===== src/rtl/core/edist_pkg.sv =====
// ----------------------------------------------------------------------------
// edist_pkg
// Shared types, widths and fixed-point constants of the equirectangular
// distance pipeline.
// ----------------------------------------------------------------------------
`default_nettype none

package edist_pkg;

   // Field widths of the ports.
   localparam int LAT_W    = 31;
   localparam int LON_W    = 32;
   localparam int RADIUS_W = 23;
   localparam int DIST_W   = 36;

   // Internal widths.
   localparam int RAD_W  = 31;   // angle in radians, signed Q3.28
   localparam int CS_W   = 34;   // CORDIC x and y, Q1.30 with headroom
   localparam int ZW     = 33;   // CORDIC residual angle, Q2.30
   localparam int COS_W  = 32;   // cosine, signed Q1.30
   localparam int DIFF_W = 32;   // coordinate differences, Q3.28
   localparam int SQ_W   = 64;   // sum of squares
   localparam int ROOT_W = 32;   // square root of the sum of squares

   // Angle conversion: rad = round(v * pi_q30 / 7.2e9). The ratio is reduced
   // to v * 1686629713 / 3.6e9, and 3.6e9 = 1024 * 3515625.
   localparam logic [30:0] RAD_SCALE       = 31'd1686629713;
   localparam logic [31:0] RAD_HALF_NARROW = 32'd1800000000;
   localparam logic [31:0] RAD_HALF_WIDE   = 32'd3600000000;
   localparam logic [21:0] RAD_DIVISOR     = 22'd3515625;
   localparam logic [22:0] RAD_DIVISOR_X2  = 23'd7031250;
   // floor(2^54 / 3515625), used for the quotient estimate.
   localparam logic [32:0] RAD_RECIP       = 33'd5124095576;

   // Angle reduction and CORDIC constants.
   localparam logic [29:0] PI_Q28      = 30'd843314857;
   localparam logic [29:0] HALF_PI_Q28 = 30'd421657428;
   localparam logic signed [CS_W-1:0] CORDIC_GAIN = 34'sd652032874;
   localparam logic signed [CS_W-1:0] ONE_Q30     = 34'sd1073741824;

   // Output scaling.
   localparam logic [DIST_W-1:0]   DIST_MAX     = 36'd45000000000;
   localparam logic [RADIUS_W-1:0] RADIUS_RESET = 23'd6372797;

   // round(atan(2^-i) * 2^30) for the first steps; later steps use 2^(30-i).
   localparam logic [29:0] ATAN_Q30 [11] = '{
      30'd843314857, 30'd497837829, 30'd263043837, 30'd133525159,
      30'd67021687,  30'd33543516,  30'd16775851,  30'd8388437,
      30'd4194283,   30'd2097149,   30'd1048576
   };

   // Pipeline control that a stage group receives from the top level.
   typedef struct packed {
      logic advance;
      logic valid;
   } pipe_ctl_type;

   // Rotation angle of one CORDIC step.
   function automatic logic signed [ZW-1:0] cordic_angle(input int step);
      logic signed [ZW-1:0] a;
      a = '0;
      if (step <= 10) begin
         a = $signed({3'b000, ATAN_Q30[step[3:0]]});
      end else if (step <= 30) begin
         a = 33'sd1 <<< (30 - step);
      end
      return a;
   endfunction

endpackage

`default_nettype wire


===== src/rtl/core/edist_to_rad.sv =====
// ----------------------------------------------------------------------------
// edist_to_rad
// Five-stage conversion of an angle in 1e-7 degree to radians in Q3.28,
// rounded half away from zero. Division by a constant via a reciprocal
// estimate and a two-step remainder correction.
// ----------------------------------------------------------------------------
`default_nettype none

module edist_to_rad (
   input  logic                                clock,
   input  logic                                reset,
   input  edist_pkg::pipe_ctl_type             ctl_in,
   input  logic                                wide,
   input  logic signed [31:0]                  value,
   output logic                                out_valid,
   output logic signed [edist_pkg::RAD_W-1:0] rad
);
   import edist_pkg::*;

   logic        v1_ff, v2_ff, v3_ff, v4_ff, v5_ff;
   logic        neg1_ff, neg2_ff, neg3_ff, neg4_ff;
   logic [31:0] mag1_ff;
   logic [31:0] mag1_in;
   logic [62:0] scaled;
   logic [62:0] biased;
   logic [51:0] t2_ff, t2_in;
   logic [51:0] t3_ff;
   logic [62:0] est_prod;
   logic [30:0] est3_ff, est3_in;
   logic [30:0] est4_ff;
   logic [52:0] pd_full;
   logic [25:0] pd4_ff;
   logic [25:0] t4_ff;
   logic [25:0] remain;
   logic [30:0] q;
   logic signed [RAD_W-1:0] rad5_ff, rad5_in;

   // Valid bits move with the data.
   always_ff @(posedge clock) begin
      if (reset) begin
         v1_ff <= 1'b0;
         v2_ff <= 1'b0;
         v3_ff <= 1'b0;
         v4_ff <= 1'b0;
         v5_ff <= 1'b0;
      end else if (ctl_in.advance) begin
         v1_ff <= ctl_in.valid;
         v2_ff <= v1_ff;
         v3_ff <= v2_ff;
         v4_ff <= v3_ff;
         v5_ff <= v4_ff;
      end
   end

   // Stage one: magnitude and sign.
   assign mag1_in = value[31] ? (~value + 32'd1) : value;

   // Stage two: scale, add the rounding half and drop the power of two.
   always_comb begin
      scaled = 63'(mag1_ff) * 63'(RAD_SCALE);
      biased = scaled + 63'(wide ? RAD_HALF_WIDE : RAD_HALF_NARROW);
      t2_in  = wide ? 52'(biased >> 11) : 52'(biased >> 10);
   end

   // Stage three: quotient estimate, at most two below the true quotient.
   always_comb begin
      est_prod = 63'(t2_ff[51:22]) * 63'(RAD_RECIP);
      est3_in  = est_prod[62:32];
   end

   // Stage four: product of the estimate and the divisor.
   assign pd_full = 53'(est3_ff) * 53'(RAD_DIVISOR);

   // Stage five: remainder correction and sign.
   always_comb begin
      remain  = t4_ff - pd4_ff;
      q       = est4_ff + 31'(remain >= 26'(RAD_DIVISOR))
                        + 31'(remain >= 26'(RAD_DIVISOR_X2));
      rad5_in = neg4_ff ? $signed(~q + 31'd1) : $signed(q);
   end

   always_ff @(posedge clock) begin
      if (ctl_in.advance) begin
         mag1_ff <= mag1_in;
         neg1_ff <= value[31];
         t2_ff   <= t2_in;
         neg2_ff <= neg1_ff;
         est3_ff <= est3_in;
         t3_ff   <= t2_ff;
         neg3_ff <= neg2_ff;
         pd4_ff  <= pd_full[25:0];
         t4_ff   <= t3_ff[25:0];
         est4_ff <= est3_ff;
         neg4_ff <= neg3_ff;
         rad5_ff <= rad5_in;
      end
   end

   assign out_valid = v5_ff;
   assign rad       = rad5_ff;

endmodule

`default_nettype wire


===== config.mk =====
export PLATFORM = sky130hd
export DESIGN_NAME = edist_to_rad
export DESIGN_NICKNAME = d
export VERILOG_FILES = /design/src/rtl/core/edist_pkg.sv /design/src/rtl/core/edist_to_rad.sv
export SDC_FILE = /design/constraint.sdc
export NUM_CORES = 2
export LEC_CHECK = 0
export BUFFER_PORTS_ARGS = -buffer_cell sky130_fd_sc_hd__buf_2
export CELL_PAD_IN_SITES_DETAIL_PLACEMENT = 1
export CELL_PAD_IN_SITES_GLOBAL_PLACEMENT = 1
export CORE_MARGIN = 8
export CORE_UTILIZATION = 35
export CTS_CLUSTER_SIZE = 10
export DETAILED_ROUTE_END_ITERATION = 16
export PLACE_DENSITY_LB_ADDON = 0.1
export SLEW_MARGIN = 10
export SYNTH_ARGS = -nofsm -noshare
export SYNTH_HDL_FRONTEND = slang
export SYNTH_SLANG_ARGS = --single-unit

===== constraint.sdc =====
create_clock -name clock -period 11.2 [get_ports clock]
set_clock_uncertainty 0.1 [all_clocks]
set_input_delay 2.24 -clock clock [delete_from_list [all_inputs] [get_ports clock]]
set_output_delay 2.24 -clock clock [all_outputs]
set_load 0.02 [all_outputs]

==> summary.md <==
| Metric | Value |
|---|---|
| H-tree levels | `2` |
| Non-Filler Instances | `6572` |
| Largest net degree at the start of global routing | `117` |
| Mean Syn Cell Area | `10.7 sq um` |
| Worst EP required | `11440 ps` |
| Worst Max-Slew Pin Slew | `900 ps` |
| Skew-Pair Late Insertion Delay | `600 ps` |
| Startpoint types | `flop` |
| Share of the synthesized area in the top cell type | `35.8%` |
| Max stage delay cell, worst path | `edfxtp_1` |
| Vias in the first global route | `35500` |
| Dpl cells | `6507` |
| N_diodes | `0` |
| HPWL Detailed | `125 mm` |
| Wire per inst | `21.4 um` |
| Worst-path clk slew | `50 ps` |
| Area after DPL | `51800 sq um` |
| I/O Buffers | `68` |
| Pre-antenna DRT Iters | `5` |
| Hold Fails Final Rpt | `0` |
| Cell family with most CP delay | `adder cells` |
| DIE AREA | `152000 sq um` |
| CTS Hold Bufs | `0` |
| Gr ovfl total | `0` |
| Critical path class | `reg -> reg` |
| Initial antenna violation count | `2` |
| FMAX | `108 MHz` |
| Worst Hold Margin | `313 ps` |
| CP Max Fanout | `9` |
| Clk sinks | `261` |
| Most common library cells after synthesis | `inv_1, fa_1, ha_1` |
| Die H | `391 um` |
| Max Cap Violations | `0` |
| Num rows | `137` |
| RSZ-0062 raised after global routing | `no` |
| First-pass GRT wire length | `219 mm` |
| Most frequent cell after synthesis | `inv_1` |
| Layout cell share with drive strength beyond 1 | `3.81%` |
| Crit path buf inv count | `8` |
| Net count, final | `6457` |
| CP max stage delay | `670 ps` |
| Area contributors post-synth | `fa_1, ha_1, edfxtp_1` |
| Core ar. | `139000 sq um` |
| Fillers | `15500` |
| Fin crit share | `82.8%` |
| Area delta synth->final | `7.88%` |
| Max clock buf depth | `3` |
| Syn Nets | `6372` |
| TritonCTS clock tree | `yes` |
| Hold WC Path Type | `reg -> reg` |
| Status | `completed` |
| Slew headroom | `39.4%` |
| Average vias per placed instance | `4.71` |
| Vias after detailed routing | `31000` |
| Yosys warns | `0` |
| Final setup vio count | `0` |
| Drt total wl | `141 mm` |
| Gr usage total | `18.8%` |
| Largest area contributor in the netlist | `fa_1` |
| Area of the multi-input gates | `36200 sq um` |
| Final ANT Viol Nets | `0` |
| I/O pins | `69` |
| EDFF count, synth | `256` |
| Seq/Total Area, Yosys | `15.9%` |
| Pins over their slew limit | `0` |
| Detailed Route Iter0 Violations | `1039` |
| Most used DFF post-synth | `edfxtp_1` |
| Synth unique cells | `80` |
| Sequential cell area | `7790 sq um` |
| Syn Inst Count | `4586` |
| Tmin final | `9280 ps` |
| CTS Buf Count | `38` |
| CTS resizes | `0` |
| Starting density of the core | `35.2%` |
| TNS Setup | `0 ps` |
| Asr flop ratio synth | `0%` |
| Gpl congestion | `0.856` |
| Drt drc | `0` |
| CTS root buf | `clkbuf_16` |
| DIE WIDTH | `391 um` |
| Design area | `53000 sq um` |
| Post-CTS Setup Inserts | `0` |
| Critical path arrival | `9510 ps` |
| CP endpoint kind | `flop` |
| Cell Area, Synth | `49100 sq um` |
| Register bit total from synthesis | `261` |
worst paths after layout:
kind / cells after the start / start / to / slack [ps]
hold reg to reg: 0 / t3_ff[24] / t4_ff[24] / 310
setup / recovery: 28 / t2_ff[38] / est3_ff[30] / 1920
setup reg to reg: 28 / t2_ff[38] / est3_ff[30] / 1920
hold / removal: 0 / t3_ff[24] / t4_ff[24] / 310
placed cells by master, fill, tap and decap left out, types with 23 or more instances in the layout:
cell type,count
a21o_1,48
a21oi_1,110
buf_2,67
clkbuf_16,38
edfxtp_1,256
fa_1,879
ha_1,870
inv_1,1320
nand2_1,120
nand2b_1,23
nand3_1,54
nand4_1,26
nor2_1,134
nor3_1,44
o21a_1,23
o21ai_0,99
xnor2_1,156
xor2_1,64
layer usage:
layer | vias to the layer above | global-route usage, % | wire, um
met5 | - | 0 | 13
met4 | 2 | 3.96 | 3020
met3 | 135 | 1.59 | 2840
met2 | 281 | 33.2 | 69800
met1 | 15800 | 25.0 | 65100
li1 | 14700 | - | -
worst register-to-register path: cells and delay by family (launching register included):
kind,cells,cell delay [ps]
adders and majority gates,9,4510
AOI/OAI and AO/OA,7,2060
and+or+nand+nor,3,980
DFF,1,670
buffers and inverters,8,650
xor gates and xnor gates,1,70
cell families after synthesis:
logic type | after synthesis | synth area share [%]
simple gates | 524 | 5.27
mux | 29 | 0.627
xor+xnor | 220 | 3.93
buf+inv | 1366 | 10.5
flops | 261 | 15.9
fa+ha+maj | 1749 | 58.0
compound gates | 437 | 5.83
area by class of cell:
class                           count  share of cell area, %
Sequential cell                   261                   14.7
Inverter                         1321                   9.36
Timing Repair Buffer               90                  0.997
Clock buffer                       47                   1.86
Clock inverter                     18                  0.340
Tap cell                         1876                   4.43
Multi-Input combinational cell   2959                   68.3
flip-flops by register name (all words and copies together), names as in the netlist:
signal     flops
t2_ff         52
mag1_ff       32
est3_ff       31
est4_ff       31
rad           31
t3_ff         26
t4_ff         26
pd4_ff        23
neg1_ff        1
neg2_ff        1
neg3_ff        1
neg4_ff        1
out_valid      1
v1_ff          1
v2_ff          1
v3_ff          1
v4_ff          1
stage by stage:
stage,utilization (%),setup WS [ps]
after CTS,38.0,1860
after detailed placement,37.2,1660
after global routing,38.0,1550
after global placement,37.2,1770
after floorplan,-,2690
final,38.0,1920
Power is not shown: default switching activity piles up to over one toggle a cycle in this logic, so the estimate is an artifact.
