===== config.mk =====
export PLATFORM = sky130hd
export DESIGN_NAME = edist_isqrt
export DESIGN_NICKNAME = d
export VERILOG_FILES = /design/src/rtl/core/edist_pkg.sv /design/src/rtl/core/edist_isqrt.sv
export SDC_FILE = /design/constraint.sdc
export NUM_CORES = 2
export LEC_CHECK = 0
export BUFFER_PORTS_ARGS = -buffer_cell sky130_fd_sc_hd__buf_4
export CAP_MARGIN = 15
export CORE_MARGIN = 1.5
export CORE_UTILIZATION = 50
export CTS_CLUSTER_SIZE = 24
export DETAILED_ROUTE_END_ITERATION = 8
export GPL_TIMING_DRIVEN = 0
export HOLD_SLACK_MARGIN = 0.02
export PLACE_DENSITY = 0.65
export REMOVE_ABC_BUFFERS = 1
export SLEW_MARGIN = 20
export SYNTH_ARGS = -nofsm -noshare
export SYNTH_HDL_FRONTEND = slang
export SYNTH_SLANG_ARGS = --single-unit
export TNS_END_PERCENT = 10

===== constraint.sdc =====
create_clock -name clock -period 4.1 [get_ports clock]
set_input_delay 0.615 -clock clock [delete_from_list [all_inputs] [get_ports clock]]
set_output_delay 0.615 -clock clock [all_outputs]
set_load 0.1 [all_outputs]

===== src/rtl/core/edist_pkg.sv =====
// ----------------------------------------------------------------------------
// edist_pkg
// Shared types, widths and fixed-point constants of the equirectangular
// distance pipeline.
// ----------------------------------------------------------------------------
`default_nettype none

package edist_pkg;

   // Field widths of the ports.
   localparam int LAT_W    = 31;
   localparam int LON_W    = 32;
   localparam int RADIUS_W = 23;
   localparam int DIST_W   = 36;

   // Internal widths.
   localparam int RAD_W  = 31;   // angle in radians, signed Q3.28
   localparam int CS_W   = 34;   // CORDIC x and y, Q1.30 with headroom
   localparam int ZW     = 33;   // CORDIC residual angle, Q2.30
   localparam int COS_W  = 32;   // cosine, signed Q1.30
   localparam int DIFF_W = 32;   // coordinate differences, Q3.28
   localparam int SQ_W   = 64;   // sum of squares
   localparam int ROOT_W = 32;   // square root of the sum of squares

   // Angle conversion: rad = round(v * pi_q30 / 7.2e9). The ratio is reduced
   // to v * 1686629713 / 3.6e9, and 3.6e9 = 1024 * 3515625.
   localparam logic [30:0] RAD_SCALE       = 31'd1686629713;
   localparam logic [31:0] RAD_HALF_NARROW = 32'd1800000000;
   localparam logic [31:0] RAD_HALF_WIDE   = 32'd3600000000;
   localparam logic [21:0] RAD_DIVISOR     = 22'd3515625;
   localparam logic [22:0] RAD_DIVISOR_X2  = 23'd7031250;
   // floor(2^54 / 3515625), used for the quotient estimate.
   localparam logic [32:0] RAD_RECIP       = 33'd5124095576;

   // Angle reduction and CORDIC constants.
   localparam logic [29:0] PI_Q28      = 30'd843314857;
   localparam logic [29:0] HALF_PI_Q28 = 30'd421657428;
   localparam logic signed [CS_W-1:0] CORDIC_GAIN = 34'sd652032874;
   localparam logic signed [CS_W-1:0] ONE_Q30     = 34'sd1073741824;

   // Output scaling.
   localparam logic [DIST_W-1:0]   DIST_MAX     = 36'd45000000000;
   localparam logic [RADIUS_W-1:0] RADIUS_RESET = 23'd6372797;

   // round(atan(2^-i) * 2^30) for the first steps; later steps use 2^(30-i).
   localparam logic [29:0] ATAN_Q30 [11] = '{
      30'd843314857, 30'd497837829, 30'd263043837, 30'd133525159,
      30'd67021687,  30'd33543516,  30'd16775851,  30'd8388437,
      30'd4194283,   30'd2097149,   30'd1048576
   };

   // Pipeline control that a stage group receives from the top level.
   typedef struct packed {
      logic advance;
      logic valid;
   } pipe_ctl_type;

   // Rotation angle of one CORDIC step.
   function automatic logic signed [ZW-1:0] cordic_angle(input int step);
      logic signed [ZW-1:0] a;
      a = '0;
      if (step <= 10) begin
         a = $signed({3'b000, ATAN_Q30[step[3:0]]});
      end else if (step <= 30) begin
         a = 33'sd1 <<< (30 - step);
      end
      return a;
   endfunction

endpackage

`default_nettype wire


===== src/rtl/core/edist_isqrt.sv =====
// ----------------------------------------------------------------------------
// edist_isqrt
// Pipelined integer square root, one result bit per stage, followed by a
// stage that rounds to the nearest integer.
// ----------------------------------------------------------------------------
`default_nettype none

module edist_isqrt (
   input  logic                               clock,
   input  logic                               reset,
   input  edist_pkg::pipe_ctl_type            ctl_in,
   input  logic [edist_pkg::SQ_W-1:0]         radicand,
   output logic                               out_valid,
   output logic [edist_pkg::ROOT_W-1:0]       root
);
   import edist_pkg::*;

   logic              v_ff    [ROOT_W];
   logic [SQ_W-1:0]   rem_ff  [ROOT_W];
   logic [ROOT_W-1:0] root_ff [ROOT_W];
   logic              vr_ff;
   logic [ROOT_W-1:0] rnd_ff, rnd_in;

   for (genvar i = 0; i < ROOT_W; i++) begin : g_bit
      localparam int K = ROOT_W - 1 - i;

      logic              v_prev;
      logic [SQ_W-1:0]   rem_prev, rem_in;
      logic [ROOT_W-1:0] root_prev, root_in;
      logic [SQ_W+1:0]   trial;

      if (i == 0) begin : g_first
         assign v_prev    = ctl_in.valid;
         assign rem_prev  = radicand;
         assign root_prev = '0;
      end else begin : g_next
         assign v_prev    = v_ff[i-1];
         assign rem_prev  = rem_ff[i-1];
         assign root_prev = root_ff[i-1];
      end

      // Try to set result bit K: subtract (2R + 2^K) * 2^K if it fits.
      always_comb begin
         trial = ((SQ_W+2)'(root_prev) << (K + 1)) + ((SQ_W+2)'(1) << (2 * K));
         if ((SQ_W+2)'(rem_prev) >= trial) begin
            rem_in  = SQ_W'((SQ_W+2)'(rem_prev) - trial);
            root_in = root_prev | (ROOT_W'(1) << K);
         end else begin
            rem_in  = rem_prev;
            root_in = root_prev;
         end
      end

      always_ff @(posedge clock) begin
         if (reset) begin
            v_ff[i] <= 1'b0;
         end else if (ctl_in.advance) begin
            v_ff[i] <= v_prev;
         end
      end

      always_ff @(posedge clock) begin
         if (ctl_in.advance) begin
            rem_ff[i]  <= rem_in;
            root_ff[i] <= root_in;
         end
      end
   end

   // Round up when the remainder exceeds the floor root.
   assign rnd_in = (rem_ff[ROOT_W-1] > SQ_W'(root_ff[ROOT_W-1]))
                 ? root_ff[ROOT_W-1] + ROOT_W'(1) : root_ff[ROOT_W-1];

   always_ff @(posedge clock) begin
      if (reset) begin
         vr_ff <= 1'b0;
      end else if (ctl_in.advance) begin
         vr_ff <= v_ff[ROOT_W-1];
      end
   end

   always_ff @(posedge clock) begin
      if (ctl_in.advance) begin
         rnd_ff <= rnd_in;
      end
   end

   assign out_valid = vr_ff;
   assign root      = rnd_ff;

endmodule

`default_nettype wire


==> results.cfg <==
[status]
run_status = complete, but fails checks
violations_in_the_final_reports = negative setup slack

[placement]
placer_congestion_estimate = 0.961
dpl_cell_area_sq_mm = 0.134
dpl.cell_count = 13800
portBuffers = 100
detailedPlacementHpwl_um = 248000

[yosys]
post_synthesis_share_of_cell_area_spent_on_full_adders_half_adders_and_majority_gates = 0.0575
most_area_consuming_cells_after_synthesis = sky130_fd_sc_hd__edfxtp_1, sky130_fd_sc_hd__ha_1, sky130_fd_sc_hd__xnor2_1
yosysTopAreaCell = sky130_fd_sc_hd__edfxtp_1
yosys.area_share.xor_xnor = 0.0666
synthesis.yosys.warnings = 0
synth_async_sr_flop_share = 0
post_synth_mux_area_share = 0.00627
syn-instance-count = 10500
synthesis.area_sq_mm = 0.129
synth_cell_type_count = 101
synth_top_family_by_area = simple AND/OR/NAND/NOR gates
synth_simple_gate_area_frac = 0.128
syn_avg_cell_area_sq_um = 12.3
synthDominantCellAreaShare = 0.614
post_synthesis_compound_gate_area_fraction = 0.0979
seq_area_frac_synth = 0.614
synth_edf_count = 2640
synth_seq_cells = 2641
synth_flop_cell = sky130_fd_sc_hd__edfxtp_1

[layout]
most_common_cell_after_layout_fill_and_taps_aside = sky130_fd_sc_hd__edfxtp_1
layout_area_growth_over_synthesis_pct = 12.9
final_design_area_no_fill_sq_mm = 0.146
most-common-layout-cells = sky130_fd_sc_hd__edfxtp_1, sky130_fd_sc_hd__inv_1, sky130_fd_sc_hd__nand2_1
instances_no_fill = 14400
final_layout_size_suffix_gt1_frac = 0.0784
layout.core_utilization = 0.567
layout.filler_cells = 20600
number_of_nets_in_the_layout = 11500

[power_and_ir_drop]
irDropWorstVdd_mv = 0.503
pwr_density_cell_mw_per_mm2 = 568
p_leak_nw = 54.3

[floorplan]
placement_rows = 186
starting_density_of_the_core = 0.503
io_pins = 101
die_h_um = 511
design.core.area_sq_mm = 0.257
die-area_sq_mm = 0.261
die_x_um = 511

[timing]
max_clock_freq_mhz = 243
worst_slew_margin_rel = 0.117
timing.clock.skew_ns = 0.0846
finalCritPeriodShare = 1.00
final_period_minus_worst_setup_slack_ns = 4.11
unrepaired_setup_endpoints_after_global_routing = true
tightest_slew_ns = 1.31
timing.final.hold_violations = 0
finalSetupViolCount = 2
pins_over_their_slew_limit = 0
setup_slack_ns = -0.00905

[critical_path]
reg2reg_setup_slack_ns = -0.009
cp-end-kind = flop
critPathLaunchType = flop
critical_path.max_fanout = 5
crit_type = reg -> reg
worstPathRequired_ns = 4.76
cp_data_arrival_time_ns = 4.77

[grt]
grt_start_max_net_pins = 159
via_count_of_the_first_global_routing_pass = 81600
grt_pass1_wl_um = 497000
overflow = 0
number_of_antenna_violations_at_the_first_check_in_global_routing = 37
groute.usage.overall = 0.248

[drt]
route.vias.total = 84800
viasPerCell = 5.89
drt.antenna.violating_nets = 0
routedWlPerCell_um = 23.1
post_route_drc_violation_count = 0
iter_0_drt_violations = 8107
routed_wirelength_um = 332000
detailedRoute.firstPassIterationCount = 9

[min_path]
hold_class = in -> reg

[clock_tree]
cts_tree = done
worst_skew_pair.late_latency_ns = 1.01
clk_path_buf_depth = 4
clock_tree.htree_level_count = 5
cts_sinks = 2641
cts-root-buf = sky130_fd_sc_hd__clkbuf_16
post_cts_clock_slew_at_the_launch_and_capture_registers_of_the_worst_setup_and_hold_paths_ns = 0.06
cts_buffers = 303

[run]
cap_violations = 0
worst max-delay path, stage by stage (launching register included):
cell and delay, ns:
sky130_fd_sc_hd__edfxtp_1 0.49, sky130_fd_sc_hd__inv_1 0.08, sky130_fd_sc_hd__ha_1 0.30, sky130_fd_sc_hd__nand4_1 0.18, sky130_fd_sc_hd__or3_1 0.46, sky130_fd_sc_hd__or4_1 0.55
sky130_fd_sc_hd__o221ai_1 0.35, sky130_fd_sc_hd__nand3_1 0.31, sky130_fd_sc_hd__or4_1 0.62, sky130_fd_sc_hd__xnor2_2 0.43
cell usage after synthesis (all sizes together), types with 11 or more instances:
| cell type | count |
|---|---|
| buf | 50 |
| nor4b | 58 |
| o21ai | 576 |
| ha | 593 |
| or2 | 52 |
| and4 | 11 |
| and4b | 12 |
| a2111oi | 18 |
| o21a | 90 |
| nand2b | 114 |
| nor3b | 17 |
| o21bai | 67 |
| and2 | 66 |
| a211oi | 47 |
| xnor2 | 521 |
| nor2b | 73 |
| a31o | 11 |
| a21o | 255 |
| nand2 | 740 |
| a21boi | 31 |
| nand4 | 214 |
| nand3b | 29 |
| o211ai | 41 |
| inv | 752 |
| a31oi | 52 |
| o311ai | 11 |
| o31ai | 43 |
| nand3 | 212 |
| or4 | 79 |
| xor2 | 460 |
| clkbuf | 199 |
| nor2 | 630 |
| a211o | 23 |
| a21oi | 602 |
| o22ai | 13 |
| edfxtp | 2640 |
| mux2 | 63 |
| nand4b | 29 |
| nor3 | 297 |
| or3 | 108 |
| o31a | 15 |
| nor4 | 375 |
| o2111ai | 15 |
| and3 | 52 |
where the power goes:
part | switching (mW) | leakage (nW) | internal [mW]
clock | 10.7 | 4.66 | 15.8
sequential | 2.93 | 25.5 | 34.5
combinational | 11.5 | 24.2 | 7.31
total | 25.1 | 54.3 | 57.6
logic make-up after synthesis:
kind of cell,after synthesis
DFF,2641
and+or+nand+nor,3188
AOI/OAI and AO/OA,2030
buffers and inverters,1001
xor gates and xnor gates,981
muxes,73
adders and majority gates,593
layer usage:
layer  up-vias  track usage  part of all wire
met5         -            0           0.00026
met4        12       0.0612             0.025
li1      39900            -                 -
met3       483       0.0359             0.063
met1     41700        0.352              0.44
met2      2706        0.401              0.47
final timing paths:
kind,startpoint,to,depth (start not counted)
setup / recovery,root_ff[31][26]$_DFFE_PP_,root[25]$_DFFE_PP_,9
hold reg to reg,root_ff[7][26]$_DFFE_PP_,root_ff[8][26]$_DFFE_PP_,0
hold / removal,radicand[60],rem_ff[0][60]$_DFFE_PP_,2
setup reg to reg,root_ff[31][26]$_DFFE_PP_,root[25]$_DFFE_PP_,9
stage by stage:
step	hold WS (ns)	power (mW)	setup WS, ns	setup TNS (ns)
global route	0.286	86.5	-0.234	-0.782
CTS	0.254	83.0	-0.174	-0.177
floorplan	0.417	49.5	-2.03	-218.09
finish	0.333	82.7	-0.00905	-0.0111
global placement	0.429	56.9	-21.10	-
detailed placement	0.430	56.1	-2.80	-1308.95
final cells by class:
cell class	count	area, sq um	area share
Clock buffer	364	7920	0.0544
Antenna cell	4	10.0	0.0000687
Sequential cell	2641	79300	0.544
Inverter	752	2840	0.0195
Timing Repair Buffer	236	2720	0.0187
Tap cell	3384	4230	0.0291
Clock inverter	157	1690	0.0116
Multi-Input combinational cell	6866	46900	0.322
state kept, by name (all words and copies together), names as in the netlist:
register and count:
root_ff 528, root 32, rem_ff 2048, out_valid 1, v_ff 32
repair_timing:
| item | in CTS | in global routing |
|---|---|---|
| hold buffers | 66 | 0 |
| gates resized for setup | 73 | 82 |
| endpoints found under the setup margin | 791 | 405 |
| gates cloned | 9 | 2 |
| setup buffers | 7 | 3 |
| hold endpoints to repair | 66 | 0 |
| pin swaps | 3 | 12 |
(Power assumes the default switching activity.)
